==> src/rtl/acuds_pkg.sv <==
// Shared types and constants for the dial sequencer.
// No dependencies; used by every module under rtl/.
package acuds_pkg;

  // Item kinds after classification in the front end
  typedef enum logic [1:0] {
    KIND_CHAR   = 2'd0,
    KIND_STATUS = 2'd1,
    KIND_TICK   = 2'd2,
    KIND_NONE   = 2'd3
  } kind_e;

  // Sequencer phases, one-hot
  typedef enum logic [7:0] {
    PH_IDLE      = 8'b0000_0001,
    PH_READY     = 8'b0000_0010,
    PH_WAIT_PND  = 8'b0000_0100,
    PH_WAIT_DONE = 8'b0000_1000,
    PH_PAUSE     = 8'b0001_0000,
    PH_FLASH     = 8'b0010_0000,
    PH_CONN      = 8'b0100_0000,
    PH_FAIL      = 8'b1000_0000
  } phase_e;

  typedef enum logic [1:0] {
    OUT_DIALING = 2'd0,
    OUT_CONN    = 2'd1,
    OUT_FAIL    = 2'd2,
    OUT_IDLE    = 2'd3
  } outcome_e;

  // Register indexes on the configuration port
  localparam logic REG_PAUSE_TICKS = 1'b0;
  localparam logic REG_FLASH_TICKS = 1'b1;

  localparam logic [3:0] PAUSE_TICKS_RST = 4'd2;
  localparam logic [3:0] FLASH_TICKS_RST = 4'd1;

  // Control word bits
  localparam logic [15:0] BIT_CRQ = 16'h0001;
  localparam logic [15:0] BIT_DPR = 16'h0002;
  localparam logic [15:0] BIT_MEN = 16'h0004;
  localparam logic [15:0] BIT_IEN = 16'h0040;

  // Special held codes
  localparam logic [3:0] CODE_PAUSE = 4'd14;
  localparam logic [3:0] CODE_FLASH = 4'd15;

  // Dial character bytes outside the contiguous digit range
  localparam logic [7:0] CH_DIGIT_LO = 8'h30;
  localparam logic [7:0] CH_DIGIT_HI = 8'h3D;
  localparam logic [7:0] CH_STAR     = 8'h2A;
  localparam logic [7:0] CH_HASH     = 8'h23;
  localparam logic [7:0] CH_E        = 8'h65;
  localparam logic [7:0] CH_W        = 8'h77;
  localparam logic [7:0] CH_DASH     = 8'h2D;
  localparam logic [7:0] CH_F        = 8'h66;

  typedef struct packed {
    logic [1:0] func;
    logic [7:0] char_code;
    logic       last_char;
    logic       power_off;
    logic       abandon_call;
    logic       line_connected;
    logic       next_digit_wanted;
    logic       op_done;
  } in_item_t;

  typedef struct packed {
    logic        reg_write;
    logic [15:0] reg_value;
    logic        char_ready;
    logic [1:0]  outcome;
    logic        char_dropped;
  } out_item_t;

  // Classified item as queued between front and back
  typedef struct packed {
    kind_e      kind;
    logic [3:0] code;
    logic       skip;
    logic       last;
    logic       pwi;
    logic       acr;
    logic       dss;
    logic       pnd;
    logic       done;
  } cls_item_t;

  typedef struct packed {
    logic [3:0] pause_ticks;
    logic [3:0] flash_ticks;
  } cfg_t;

  function automatic logic [15:0] base_word(input logic crq);
    return BIT_IEN | BIT_MEN | (crq ? BIT_CRQ : 16'h0000);
  endfunction

endpackage

==> src/rtl/acuds_front.sv <==
// Front end: decodes the item kind and maps dial characters to codes.
// Depends on acuds_pkg.
module acuds_front (
  input  acuds_pkg::in_item_t  item_i,
  output acuds_pkg::cls_item_t cls_o
);

  logic [7:0] ch;
  logic [3:0] code;
  logic       skip;

  assign ch = item_i.char_code;

  always_comb begin
    code = 4'd0;
    skip = 1'b0;
    if (ch >= acuds_pkg::CH_DIGIT_LO && ch <= acuds_pkg::CH_DIGIT_HI) begin
      code = ch[3:0];  // 0x30..0x3D -> 0..13
    end else begin
      case (ch)
        acuds_pkg::CH_STAR: code = 4'd10;
        acuds_pkg::CH_HASH: code = 4'd11;
        acuds_pkg::CH_E:    code = 4'd12;
        acuds_pkg::CH_W:    code = 4'd13;
        acuds_pkg::CH_DASH: code = acuds_pkg::CODE_PAUSE;
        acuds_pkg::CH_F:    code = acuds_pkg::CODE_FLASH;
        default:            skip = 1'b1;
      endcase
    end
  end

  always_comb begin
    cls_o.kind = acuds_pkg::kind_e'(item_i.func);
    cls_o.code = code;
    cls_o.skip = skip;
    cls_o.last = item_i.last_char;
    cls_o.pwi  = item_i.power_off;
    cls_o.acr  = item_i.abandon_call;
    cls_o.dss  = item_i.line_connected;
    cls_o.pnd  = item_i.next_digit_wanted;
    cls_o.done = item_i.op_done;
  end

endmodule

==> src/rtl/acuds_queue.sv <==
// Short queue of classified transactions between front and back ends.
// Depends on acuds_pkg.
module acuds_queue #(
  parameter int unsigned Depth = 2
) (
  input  logic                 clk_i,
  input  logic                 rst_ni,
  input  logic                 push_i,
  input  acuds_pkg::cls_item_t push_data_i,
  output logic                 full_o,
  input  logic                 pop_i,
  output logic                 empty_o,
  output acuds_pkg::cls_item_t pop_data_o
);

  localparam int unsigned PtrW = (Depth > 1) ? $clog2(Depth) : 1;
  localparam int unsigned CntW = $clog2(Depth + 1);
  localparam logic [PtrW-1:0] LastPtr = PtrW'(Depth - 1);
  localparam logic [CntW-1:0] FullCnt = CntW'(Depth);

  acuds_pkg::cls_item_t entry_q [Depth];
  logic [PtrW-1:0] wr_ptr_q, rd_ptr_q;
  logic [CntW-1:0] count_q;

  assign full_o     = (count_q == FullCnt);
  assign empty_o    = (count_q == '0);
  assign pop_data_o = entry_q[rd_ptr_q];

  always_ff @(posedge clk_i) begin
    if (push_i) begin
      entry_q[wr_ptr_q] <= push_data_i;
    end
  end

  always_ff @(posedge clk_i or negedge rst_ni) begin
    if (!rst_ni) begin
      wr_ptr_q <= '0;
      rd_ptr_q <= '0;
      count_q  <= '0;
    end else begin
      if (push_i) begin
        wr_ptr_q <= (wr_ptr_q == LastPtr) ? '0 : wr_ptr_q + PtrW'(1);
      end
      if (pop_i) begin
        rd_ptr_q <= (rd_ptr_q == LastPtr) ? '0 : rd_ptr_q + PtrW'(1);
      end
      if (push_i && !pop_i) begin
        count_q <= count_q + CntW'(1);
      end else if (pop_i && !push_i) begin
        count_q <= count_q - CntW'(1);
      end
    end
  end

endmodule

==> src/rtl/acuds_back.sv <==
// Back end: dial state machine, one queued transaction per cycle
// unless stalled, into an output register. Depends on acuds_pkg.
module acuds_back (
  input  logic                 clk_i,
  input  logic                 rst_ni,
  input  acuds_pkg::cfg_t      cfg_i,
  input  logic                 empty_i,
  input  acuds_pkg::cls_item_t item_i,
  output logic                 pop_o,
  output logic                 out_valid_o,
  input  logic                 out_stall_i,
  output acuds_pkg::out_item_t out_data_o
);

  acuds_pkg::phase_e   phase_q, phase_d;
  logic [3:0]          held_q, held_d;
  logic [3:0]          tick_q, tick_d;
  logic                crq_q, crq_d;
  logic                ended_q, ended_d;
  logic                out_valid_q;
  acuds_pkg::out_item_t out_q, res;

  logic        terminal, take, wr, dropped, ready;
  logic [15:0] val;
  logic [1:0]  oc;

  assign pop_o       = !empty_i && (!out_valid_q || !out_stall_i);
  assign out_valid_o = out_valid_q;
  assign out_data_o  = out_q;

  assign terminal = (phase_q == acuds_pkg::PH_IDLE) || (phase_q == acuds_pkg::PH_CONN) ||
                    (phase_q == acuds_pkg::PH_FAIL);

  always_comb begin
    phase_d = phase_q;
    held_d  = held_q;
    tick_d  = tick_q;
    crq_d   = crq_q;
    ended_d = ended_q;
    take    = 1'b0;
    wr      = 1'b0;
    val     = 16'h0000;
    dropped = 1'b0;
    case (item_i.kind)
      acuds_pkg::KIND_CHAR: begin
        if (terminal) begin
          // new session: raise call request first
          crq_d   = 1'b1;
          ended_d = 1'b0;
          wr      = 1'b1;
          val     = acuds_pkg::base_word(1'b1);
          phase_d = acuds_pkg::PH_READY;
          take    = 1'b1;
        end else if (phase_q == acuds_pkg::PH_READY && !ended_q) begin
          take = 1'b1;
        end else begin
          dropped = 1'b1;
        end
        if (take) begin
          if (item_i.last) ended_d = 1'b1;
          if (!item_i.skip) begin
            held_d  = item_i.code;
            phase_d = acuds_pkg::PH_WAIT_PND;
          end
        end
      end
      acuds_pkg::KIND_STATUS: begin
        if (!terminal) begin
          if (item_i.pwi || item_i.acr) begin
            phase_d = acuds_pkg::PH_FAIL;
          end else if (item_i.dss) begin
            phase_d = acuds_pkg::PH_CONN;
          end else if (phase_q == acuds_pkg::PH_WAIT_PND && item_i.pnd) begin
            if (held_q == acuds_pkg::CODE_PAUSE) begin
              tick_d  = cfg_i.pause_ticks;
              phase_d = acuds_pkg::PH_PAUSE;
            end else if (held_q == acuds_pkg::CODE_FLASH) begin
              crq_d   = 1'b0;
              wr      = 1'b1;
              val     = acuds_pkg::base_word(1'b0);
              tick_d  = cfg_i.flash_ticks;
              phase_d = acuds_pkg::PH_FLASH;
            end else begin
              crq_d   = 1'b1;
              wr      = 1'b1;
              val     = {4'h0, held_q, 8'h00} | acuds_pkg::base_word(1'b1) |
                        acuds_pkg::BIT_DPR;
              phase_d = acuds_pkg::PH_WAIT_DONE;
            end
          end else if (phase_q == acuds_pkg::PH_WAIT_DONE && item_i.done) begin
            wr      = 1'b1;
            val     = acuds_pkg::base_word(crq_q);
            phase_d = acuds_pkg::PH_READY;
          end
        end
      end
      acuds_pkg::KIND_TICK: begin
        if (phase_q == acuds_pkg::PH_PAUSE || phase_q == acuds_pkg::PH_FLASH) begin
          // a count of zero finishes on the first tick, as one does
          if (tick_q <= 4'd1) begin
            tick_d = 4'd0;
            if (phase_q == acuds_pkg::PH_FLASH) begin
              crq_d = 1'b1;
              wr    = 1'b1;
              val   = acuds_pkg::base_word(1'b1);
            end
            phase_d = acuds_pkg::PH_READY;
          end else begin
            tick_d = tick_q - 4'd1;
          end
        end
      end
      default: ;
    endcase
  end

  always_comb begin
    if (phase_d == acuds_pkg::PH_IDLE) oc = acuds_pkg::OUT_IDLE;
    else if (phase_d == acuds_pkg::PH_CONN) oc = acuds_pkg::OUT_CONN;
    else if (phase_d == acuds_pkg::PH_FAIL) oc = acuds_pkg::OUT_FAIL;
    else oc = acuds_pkg::OUT_DIALING;
    ready = (phase_d == acuds_pkg::PH_IDLE) || (phase_d == acuds_pkg::PH_CONN) ||
            (phase_d == acuds_pkg::PH_FAIL) ||
            (phase_d == acuds_pkg::PH_READY && !ended_d);
    res.reg_write    = wr;
    res.reg_value    = val;
    res.char_ready   = ready;
    res.outcome      = oc;
    res.char_dropped = dropped;
  end

  always_ff @(posedge clk_i or negedge rst_ni) begin
    if (!rst_ni) begin
      phase_q     <= acuds_pkg::PH_IDLE;
      held_q      <= 4'd0;
      tick_q      <= 4'd0;
      crq_q       <= 1'b0;
      ended_q     <= 1'b0;
      out_valid_q <= 1'b0;
    end else begin
      if (pop_o) begin
        phase_q <= phase_d;
        held_q  <= held_d;
        tick_q  <= tick_d;
        crq_q   <= crq_d;
        ended_q <= ended_d;
      end
      if (pop_o) begin
        out_valid_q <= 1'b1;
      end else if (!out_stall_i) begin
        out_valid_q <= 1'b0;
      end
    end
  end

  always_ff @(posedge clk_i) begin
    if (pop_o) begin
      out_q <= res;
    end
  end

endmodule

==> src/rtl/acu_dial_sequencer.sv <==
// Top level of the dial sequencer: configuration registers and the
// front end / queue / back end chain. Depends on acuds_pkg and all acuds_* modules.
//
// Drives an automatic calling unit through a dial string. Each input
// transaction (a dial character, a status snapshot of the unit or a one-second
// tick) yields exactly one result transaction carrying the control word to
// write, whether a new character can be taken, the session outcome and a
// dropped-character flag. The front end classifies a transaction in the cycle
// it is accepted and places it in a short queue (QDepth entries); the back end
// takes one queued transaction per cycle through the dial state machine into an
// output register while that register is not stalled. Sustained rate is one
// transaction per clock while the result side does not stall; a result is
// registered in the queue and then in the output register before it is valid.
// in_stall_o rises only when the queue is full, which happens only while the
// result side is stalled. Pause and flash tick counts are set through the APB
// port: pause_ticks at byte address 0, flash_ticks at 4 (4 bits each, zero
// acts as one). Write them only while the block is idle. The unit's own
// open/close, probing and unit selection are outside this block.
module acu_dial_sequencer #(
  parameter int unsigned QDepth = 2
) (
  input  logic                 clk_i,
  input  logic                 rst_ni,
  // input channel
  input  logic                 in_valid_i,
  output logic                 in_stall_o,
  input  acuds_pkg::in_item_t  in_data_i,
  // result channel
  output logic                 out_valid_o,
  input  logic                 out_stall_i,
  output acuds_pkg::out_item_t out_data_o,
  // APB configuration
  input  logic                 psel,
  input  logic                 penable,
  input  logic                 pwrite,
  input  logic [2:0]           paddr,
  input  logic [31:0]          pwdata,
  output logic [31:0]          prdata,
  output logic                 pready
);

  acuds_pkg::cfg_t      cfg_q;
  acuds_pkg::cls_item_t cls, q_data;
  logic                 q_full, q_empty, q_pop, push;
  logic                 reg_sel;
  logic                 cfg_wr;

  // ---- configuration registers ----
  // Register select is paddr[2]; the byte offset bits are ignored.
  assign pready  = 1'b1;
  assign reg_sel = paddr[2];
  assign cfg_wr  = psel && penable && pwrite && pready;

  always_comb begin
    case (reg_sel)
      acuds_pkg::REG_PAUSE_TICKS: prdata = {28'h0, cfg_q.pause_ticks};
      default:                    prdata = {28'h0, cfg_q.flash_ticks};
    endcase
  end

  always_ff @(posedge clk_i or negedge rst_ni) begin
    if (!rst_ni) begin
      cfg_q.pause_ticks <= acuds_pkg::PAUSE_TICKS_RST;
      cfg_q.flash_ticks <= acuds_pkg::FLASH_TICKS_RST;
    end else if (cfg_wr) begin
      if (reg_sel == acuds_pkg::REG_PAUSE_TICKS) begin
        cfg_q.pause_ticks <= pwdata[3:0];
      end else begin
        cfg_q.flash_ticks <= pwdata[3:0];
      end
    end
  end

  // ---- front end: accept and classify ----
  assign in_stall_o = q_full;
  assign push       = in_valid_i && !q_full;

  acuds_front u_front (
    .item_i (in_data_i),
    .cls_o  (cls)
  );

  // ---- decoupling queue ----
  acuds_queue #(
    .Depth (QDepth)
  ) u_queue (
    .clk_i       (clk_i),
    .rst_ni      (rst_ni),
    .push_i      (push),
    .push_data_i (cls),
    .full_o      (q_full),
    .pop_i       (q_pop),
    .empty_o     (q_empty),
    .pop_data_o  (q_data)
  );

  // ---- back end: state machine and result register ----
  acuds_back u_back (
    .clk_i       (clk_i),
    .rst_ni      (rst_ni),
    .cfg_i       (cfg_q),
    .empty_i     (q_empty),
    .item_i      (q_data),
    .pop_o       (q_pop),
    .out_valid_o (out_valid_o),
    .out_stall_i (out_stall_i),
    .out_data_o  (out_data_o)
  );

endmodule

==> config.mk <==
export PLATFORM = sky130hd
export DESIGN_NAME = acu_dial_sequencer
export DESIGN_NICKNAME = d
export VERILOG_FILES = /design/src/rtl/acuds_pkg.sv /design/src/rtl/acuds_front.sv /design/src/rtl/acuds_queue.sv /design/src/rtl/acuds_back.sv /design/src/rtl/acu_dial_sequencer.sv
export SDC_FILE = /design/constraint.sdc
export NUM_CORES = 1
export LEC_CHECK = 0
export ABC_CLOCK_PERIOD_IN_PS = 3300
export BUFFER_PORTS_ARGS = -buffer_cell sky130_fd_sc_hd__buf_2
export CAP_MARGIN = 20
export CORE_MARGIN = 2
export CORE_UTILIZATION = 47
export DETAILED_ROUTE_END_ITERATION = 16
export GPL_TIMING_DRIVEN = 1
export PLACE_DENSITY = 0.76
export SETUP_SLACK_MARGIN = 0.1
export SLEW_MARGIN = 20
export SYNTH_ARGS = -nofsm -noshare
export SYNTH_HDL_FRONTEND = slang
export SYNTH_SLANG_ARGS = --single-unit
==> constraint.sdc <==
create_clock -name clk_i -period 3.3 [get_ports clk_i]
set_clock_uncertainty 0.15 [all_clocks]
set_input_delay 0.825 -clock clk_i [delete_from_list [all_inputs] [get_ports clk_i]]
set_output_delay 0.825 -clock clk_i [all_outputs]
set_load 0.01 [all_outputs]
== Yosys cells after proc, flatten, opt, wreduce, memory -nomap -nowiden ==
Memories as Yosys holds them, arrays and structs flattened.
Index checks and enable logic that the tools add are counted.

* Bits in writable memories: 26
* Bits in registers: 52
* Output and inout bits: 56
* Bits of input ports: 58
* Memories kept: 1

{| class="wikitable"
|+ Memory list
! memory !! depth !! width !! rd ports !! clocked after Yosys merged registers in !! wr ports !! RTL line !! RTL
|-
| u_queue.entry_q || 2 || 13 || 1 || 0 || 1 || acuds_queue.sv:21 || <nowiki>acuds_pkg::cls_item_t entry_q [Depth];</nowiki>
|}

* $add $sub $neg: 5
* Muxes and demuxes: 80
* Equality and inequality tests: 34
* Bitwise gates (word level): 3
* Reduce and logical (&&, ||, !) cells: 40
* $lt $le $gt $ge: 3

{| class="wikitable"
|+ Operators with widths
! cell !! count
|-
| two-way mux 16 bit || 8
|-
| two-way mux 8 bit || 11
|-
| one-hot mux 16 bit (3 select lines) || 1
|-
| == test 8 x 7 -> 1 bit, second input constant || 5
|-
| two-way mux 4 bit || 10
|-
| two-way mux 1 bit || 37
|-
| == test 8 x 6 -> 1 bit, second input constant || 4
|-
| one-hot mux 4 bit (6 select lines) || 1
|-
| one-hot mux 8 bit (3 select lines) || 1
|-
| == test 8 x 1 -> 1 bit, second input constant || 2
|-
| == test 8 x 2 -> 1 bit, second input constant || 2
|-
| == test 8 bit, second input constant || 2
|-
| two-way mux 7 bit || 2
|-
| two-way mux 12 bit || 1
|-
| != test 2 x 1 -> 1 bit, second input constant || 6
|-
| logical AND 1 bit || 11
|-
| AND reduction 11 bit || 1
|-
| == test 4 bit, second input constant || 2
|-
| == test 8 x 3 -> 1 bit, second input constant || 1
|-
| == test 8 x 4 -> 1 bit, second input constant || 1
|-
| == test 8 x 5 -> 1 bit, second input constant || 1
|-
| >= comparator 8 x 6 -> 1 bit, second input constant || 1
|-
| less-or-equal comparator 8 x 6 -> 1 bit, second input constant || 1
|-
| zero test 1 bit || 8
|-
| 23 further kinds || 45
|}

== Longest topological paths before layout ==
* Word-level depth: 12
* Gate-level depth with buffers: 12
* Mapped depth without buffers: 10

== By module ==
From an unflattened synthesis, not the netlist that was laid out.

* Cells, all modules: 367
* Area total of the unflattened synthesis: 4020.1 µm²

{| class="wikitable"
|+ By module, submodules not included
! module !! cells each !! instances !! area each (µm²)
|-
| acuds_back || 202 || 1 || 1909.3
|-
| acuds_queue || 56 || 1 || 1124.8
|-
| acu_dial_sequencer || 54 || 1 || 605.6
|-
| acuds_front || 55 || 1 || 380.4
|}

== Least setup slack after synthesis ==
Ideal clock, no wire load.

* Kind: flip-flop to flip-flop
* From: reg u_queue.rd_ptr_q
* To: reg u_back.out_q (netlist bit u_back.out_data_o[2]), data pin
* Arrival: 2.670 ns
* Period minus slack after synthesis: 3.080 ns
* Path buffers: 2
* Cell stages (with the launch flop): 12
* Setup slack: 0.220 ns
* Cells stage by stage: dfrtp_1 clkbuf_1 clkbuf_1 mux2i_1 inv_1 ha_1 inv_1 nand2_1 nor4_1 nand2_1 nand4_1 nor3_1

* Cells in the longest elaborated chain, start to end: 11

{| class="wikitable"
|+ Ends and longest elaborated chain
! element !! RTL line !! RTL
|-
| from (decl) || acuds_queue.sv:22 || <nowiki>logic [PtrW-1:0] wr_ptr_q, rd_ptr_q;</nowiki>
|-
| from (signal assigned) || acuds_queue.sv:45 || <nowiki>rd_ptr_q <= (rd_ptr_q == LastPtr) ? '0 : rd_ptr_q + PtrW'(1);</nowiki>
|-
| memory read (2 x 13 bit) (*) || -- ||
|-
| logical AND 1 bit || acuds_back.sv:90 || <nowiki>end else if (phase_q == acuds_pkg::PH_WAIT_DONE && item_i.done) begin</nowiki>
|-
| two-way mux 8 bit || acuds_back.sv:90 ||
|-
| two-way mux 8 bit || acuds_back.sv:73 || <nowiki>end else if (phase_q == acuds_pkg::PH_WAIT_PND && item_i.pnd) begin</nowiki>
|-
| two-way mux 8 bit || acuds_back.sv:71 || <nowiki>end else if (item_i.dss) begin</nowiki>
|-
| two-way mux 8 bit || acuds_back.sv:69 || <nowiki>if (item_i.pwi || item_i.acr) begin</nowiki>
|-
| two-way mux 8 bit || acuds_back.sv:68 || <nowiki>if (!terminal) begin</nowiki>
|-
| one-hot mux 8 bit (3 select lines) (*) || acuds_back.sv:44 || <nowiki>case (item_i.kind)</nowiki>
|-
| == test 8 bit || acuds_back.sv:120 || <nowiki>else if (phase_d == acuds_pkg::PH_FAIL) oc = acuds_pkg::OUT_FAIL;</nowiki>
|-
| two-way mux 2 bit || acuds_back.sv:120 ||
|-
| two-way mux 2 bit || acuds_back.sv:119 || <nowiki>else if (phase_d == acuds_pkg::PH_CONN) oc = acuds_pkg::OUT_CONN;</nowiki>
|-
| to (signal assigned) || acuds_back.sv:158 || <nowiki>out_q <= res;</nowiki>
|-
| to (decl) || acuds_back.sv:21 || <nowiki>acuds_pkg::out_item_t out_q, res;</nowiki>
|}

Mark *: on every way between the ends. The rest lies on a longest branch, timed or not.
A chain may end at the register's enable or synchronous reset.

== Worst setup path in the final report ==
* From: reg u_back.phase_q[1]
* To: reg u_back.out_q (netlist bit u_back.out_data_o[2]), data pin

* Cells in the longest elaborated chain, start to end: 11

{| class="wikitable"
|+ Ends and longest elaborated chain
! element !! RTL line !! RTL
|-
| from (decl) || acuds_back.sv:15 || <nowiki>acuds_pkg::phase_e phase_q, phase_d;</nowiki>
|-
| from (signal assigned) || acuds_back.sv:134 || <nowiki>phase_q <= acuds_pkg::PH_IDLE;</nowiki>
|-
| from (signal assigned) || acuds_back.sv:142 || <nowiki>phase_q <= phase_d;</nowiki>
|-
| == test 8 x 4 -> 1 bit || acuds_back.sv:90 ||
|-
| logical AND 1 bit || acuds_back.sv:90 ||
|-
| two-way mux 8 bit || acuds_back.sv:90 ||
|-
| two-way mux 8 bit || acuds_back.sv:73 ||
|-
| two-way mux 8 bit || acuds_back.sv:71 ||
|-
| two-way mux 8 bit || acuds_back.sv:69 ||
|-
| two-way mux 8 bit || acuds_back.sv:68 ||
|-
| one-hot mux 8 bit (3 select lines) (*) || acuds_back.sv:44 ||
|-
| == test 8 bit || acuds_back.sv:120 ||
|-
| two-way mux 2 bit || acuds_back.sv:120 ||
|-
| two-way mux 2 bit || acuds_back.sv:119 ||
|}

Mark *: on every way between the ends. The rest lies on a longest branch, timed or not. The select of a mux whose other input is x is not followed.

==> run metrics <==
top cells by area, synth edfxtp_1 (28%), dfrtp_1 (18%), buf_4 (7.4%); Achievable Freq ~340 MHz; PortBufs 46; Critical Path Start u_back.phase_q[1]; CTS Hold Bufs 0; GR Util All Layers 17.8%; setup TNS 0 ns; GR Overflow Total 0; Syn Std Cell Area 3960 um^2; Critical Path Sink u_back.out_data_o[2]; first-pass GRT wire length ~12 mm; FF-to-FF path depth 7; initial antenna violation count 0; Max Slew Vio Count 0; Die Ht around 96 um; critical path peak fanout 13; via count 2,875; Rel. slew slack a little under half; Gate Count Post-Synth 376; Sink Count 68; Net Sw Frac 39.3%; top cells by count, synth buf_4 (39), edfxtp_1 (37), dfrtp_1 (28); Die W 95.8 um; met3 Use GR under 10%; Lkg Pwr 1.86 nW; NetSw 0.00133 W; worst skew pair latency 0.35 ns; Storage cell area 1890 um^2; nets@finish 486; Clock power frac 16.9%; library cells used by synthesis 64; Worst setup SP type register; worst r2r src u_back.phase_q[1]; status finished clean; Rows 33; core area 8180 um^2; sequential fraction of the synthesis area 47.8%; GRT Max-Usage Layer met2; FF-to-FF setup slack between 0.3 and 0.4 ns; routed wire length 7.68 mm; ys async rst share about 46%; Multi-input gate area ~1800 um^2; clock buffer count from CTS 9; Period minus WS final 2.96 ns; max_cap viols 0; power share of the sequential group between 40% and 50%; detailed placer's ending HPWL 5.67 mm; vias in the first global route between 2,000 and 3,000; most common cell in the netlist buf_4; H-tree depth 3; critical path arrival around 3.0 ns; die area 9170 um^2; DR iter-0 viols about 230; largest buffer count on any clock path 2; Req. time, crit path 3.33 ns; number of enable flip-flop cells after synthesis 37; M1 GR Usage a little under a quarter; Top-Level Pins 114; Synth area leader edfxtp_1; largest net degree at the start of global routing 32; Setup CP Type reg -> reg; clock root cell clkbuf_8; Hold Crit Class reg -> reg; drc violations 0; Power Density 786 nW/um^2; Fin Hold WS 0.358 ns; Antenna Nets Post-Route 0; FF+latch count, synth 68; diode count 0; yosys warns 0; GR Util met2 28.1%; Worst Setup End Kind register; Wirelength per Cell roughly 14 um; Final Hold Violating Endpoints 0; Clock transition at path regs 0.07 ns; Int Pwr 0.00205 W; Top FF cell, synth edfxtp_1; CTS tree yes; GPL Wtd Cong a little over 0.9; vias per cell 5.41; RSZ-0062 raised after global routing false; Worst-Margin Slew about 0.78 ns; final worst-path cycle share 89.5%; peak supply drop 0.391 mV; Fillers 739; FF-to-FF End u_back.out_data_o[2]; share of the synthesized area in the top cell type between 20% and 30%; Avg Cell Area, Syn 10.5 um^2; DR pass1 iterations 5; Comb pwr share 42.1%; Initial Util 48.4%; Final setup violation count 0; area grow syn2layout 8.60%; share of layout cells above drive strength 1 a little over a fifth
-- registers in the layout (all words and copies together) (netlist names) --
register and cells:
u_back.out_data_o 11, u_queue.entry_q 26, u_queue.wr_ptr_q 1, u_back.crq_q 1, u_back.out_valid_o 1, u_back.held_q 4
u_back.phase_q 8, u_queue.count_q 2, u_queue.rd_ptr_q 1, u_back.tick_q 4, cfg_q 8, u_back.ended_q 1
-- repair_timing --
item,4_1_cts,5_1_grt
resized for setup,0,1
setup endpoints to repair,0,2
buffers inserted,0,0
-- routing by layer --
layer,vias up,routed length [um]
met2,95,3610
met5,-,0
met1,1383,3470
met4,0,178
li1,1383,-
met3,14,417
-- critical path, stage by stage (launching register included) --
cell and delay [ns]:
dfrtp_2 0.52, or3b_1 0.38, a2111oi_0 0.42, o21ai_0 0.15, a221o_1 0.44, o22ai_1 0.26, nand4_1 0.23, nor3_1 0.24
-- metrics by stage --
| step | setup WS, ns | total power [W] | std cells | utilization [%] | area (um^2) |
|---|---|---|---|---|---|
| 6_report | 0.345 | 0.00338 | 531 | 52.6 | 4300 |
| 5_1_grt | 0.150 | 0.00362 | 531 | 52.6 | 4300 |
| 4_1_cts | 0.252 | 0.00338 | 531 | 52.6 | 4300 |
| 3_5_place_dp | 0.285 | 0.00281 | 515 | 50.6 | 4140 |
| 3_3_place_gp | 0.373 | 0.00276 | 515 | 50.6 | 4140 |
| 2_1_floorplan | 0.220 | 0.00246 | 411 | - | 4090 |
-- cells by family after synthesis --
family,share of synthesized area (%)
multiplexers,8.09
adder cells (fa/ha/maj),2.21
flip-flops,47.8
other,0.190
buffers and inverters,10.4
AO/OA/AOI/OAI,13.4
XOR/XNOR,2.43
AND/OR/NAND/NOR,15.5
-- placed cells by master (no fill, tap or decap), types with 6 or more instances in the layout --
cell	Yosys	final
a21oi_1	16	16
and3_1	8	8
buf_2	2	46
clkbuf_8	0	9
conb_1	2	37
dfrtp_1	28	27
edfxtp_1	37	37
ha_1	7	7
inv_1	16	16
mux2_2	16	16
mux2i_1	14	14
nand2_1	25	25
nand2b_1	6	6
nand3_1	9	9
nand4_1	7	7
nor2_1	25	25
nor3_1	9	9
o21ai_0	10	10
o21ai_1	6	6
xnor2_1	6	6
-- final cells by class --
| class | instances | share of cell area (%) |
|---|---|---|
| flip-flops and latches | 68 | 44.0 |
| clock buffers | 11 | 3.06 |
| repair buffers | 51 | 6.23 |
| inverters | 16 | 1.40 |
| clock inverters | 5 | 0.670 |
| multi-input cells | 275 | 41.6 |
| well taps | 105 | 3.06 |
-- power by group through the flow --
stage / sequential [W] / combinational [W] / clock, W
final: 0.00139 / 0.00142 / 0.000570
after global routing: 0.00142 / 0.00158 / 0.000621
after CTS: 0.00139 / 0.00142 / 0.000580
after detailed placement: 0.00140 / 0.00141 / 0
after global placement: 0.00139 / 0.00137 / 0
after floorplan: 0.00135 / 0.00111 / 0
-- worst min-delay path by stage --
stage	start	cells after the start	slack, ns	end
CTS	u_queue.wr_ptr_q	1	0.36	u_queue.wr_ptr_q
global route	u_queue.wr_ptr_q	1	0.39	u_queue.wr_ptr_q
floorplan	u_queue.wr_ptr_q	1	0.31	u_queue.wr_ptr_q
global placement	u_queue.wr_ptr_q	1	0.33	u_queue.wr_ptr_q
finish	u_queue.wr_ptr_q	1	0.36	u_queue.wr_ptr_q
detailed placement	u_queue.wr_ptr_q	1	0.35	u_queue.wr_ptr_q
(Power assumes the default switching activity.)
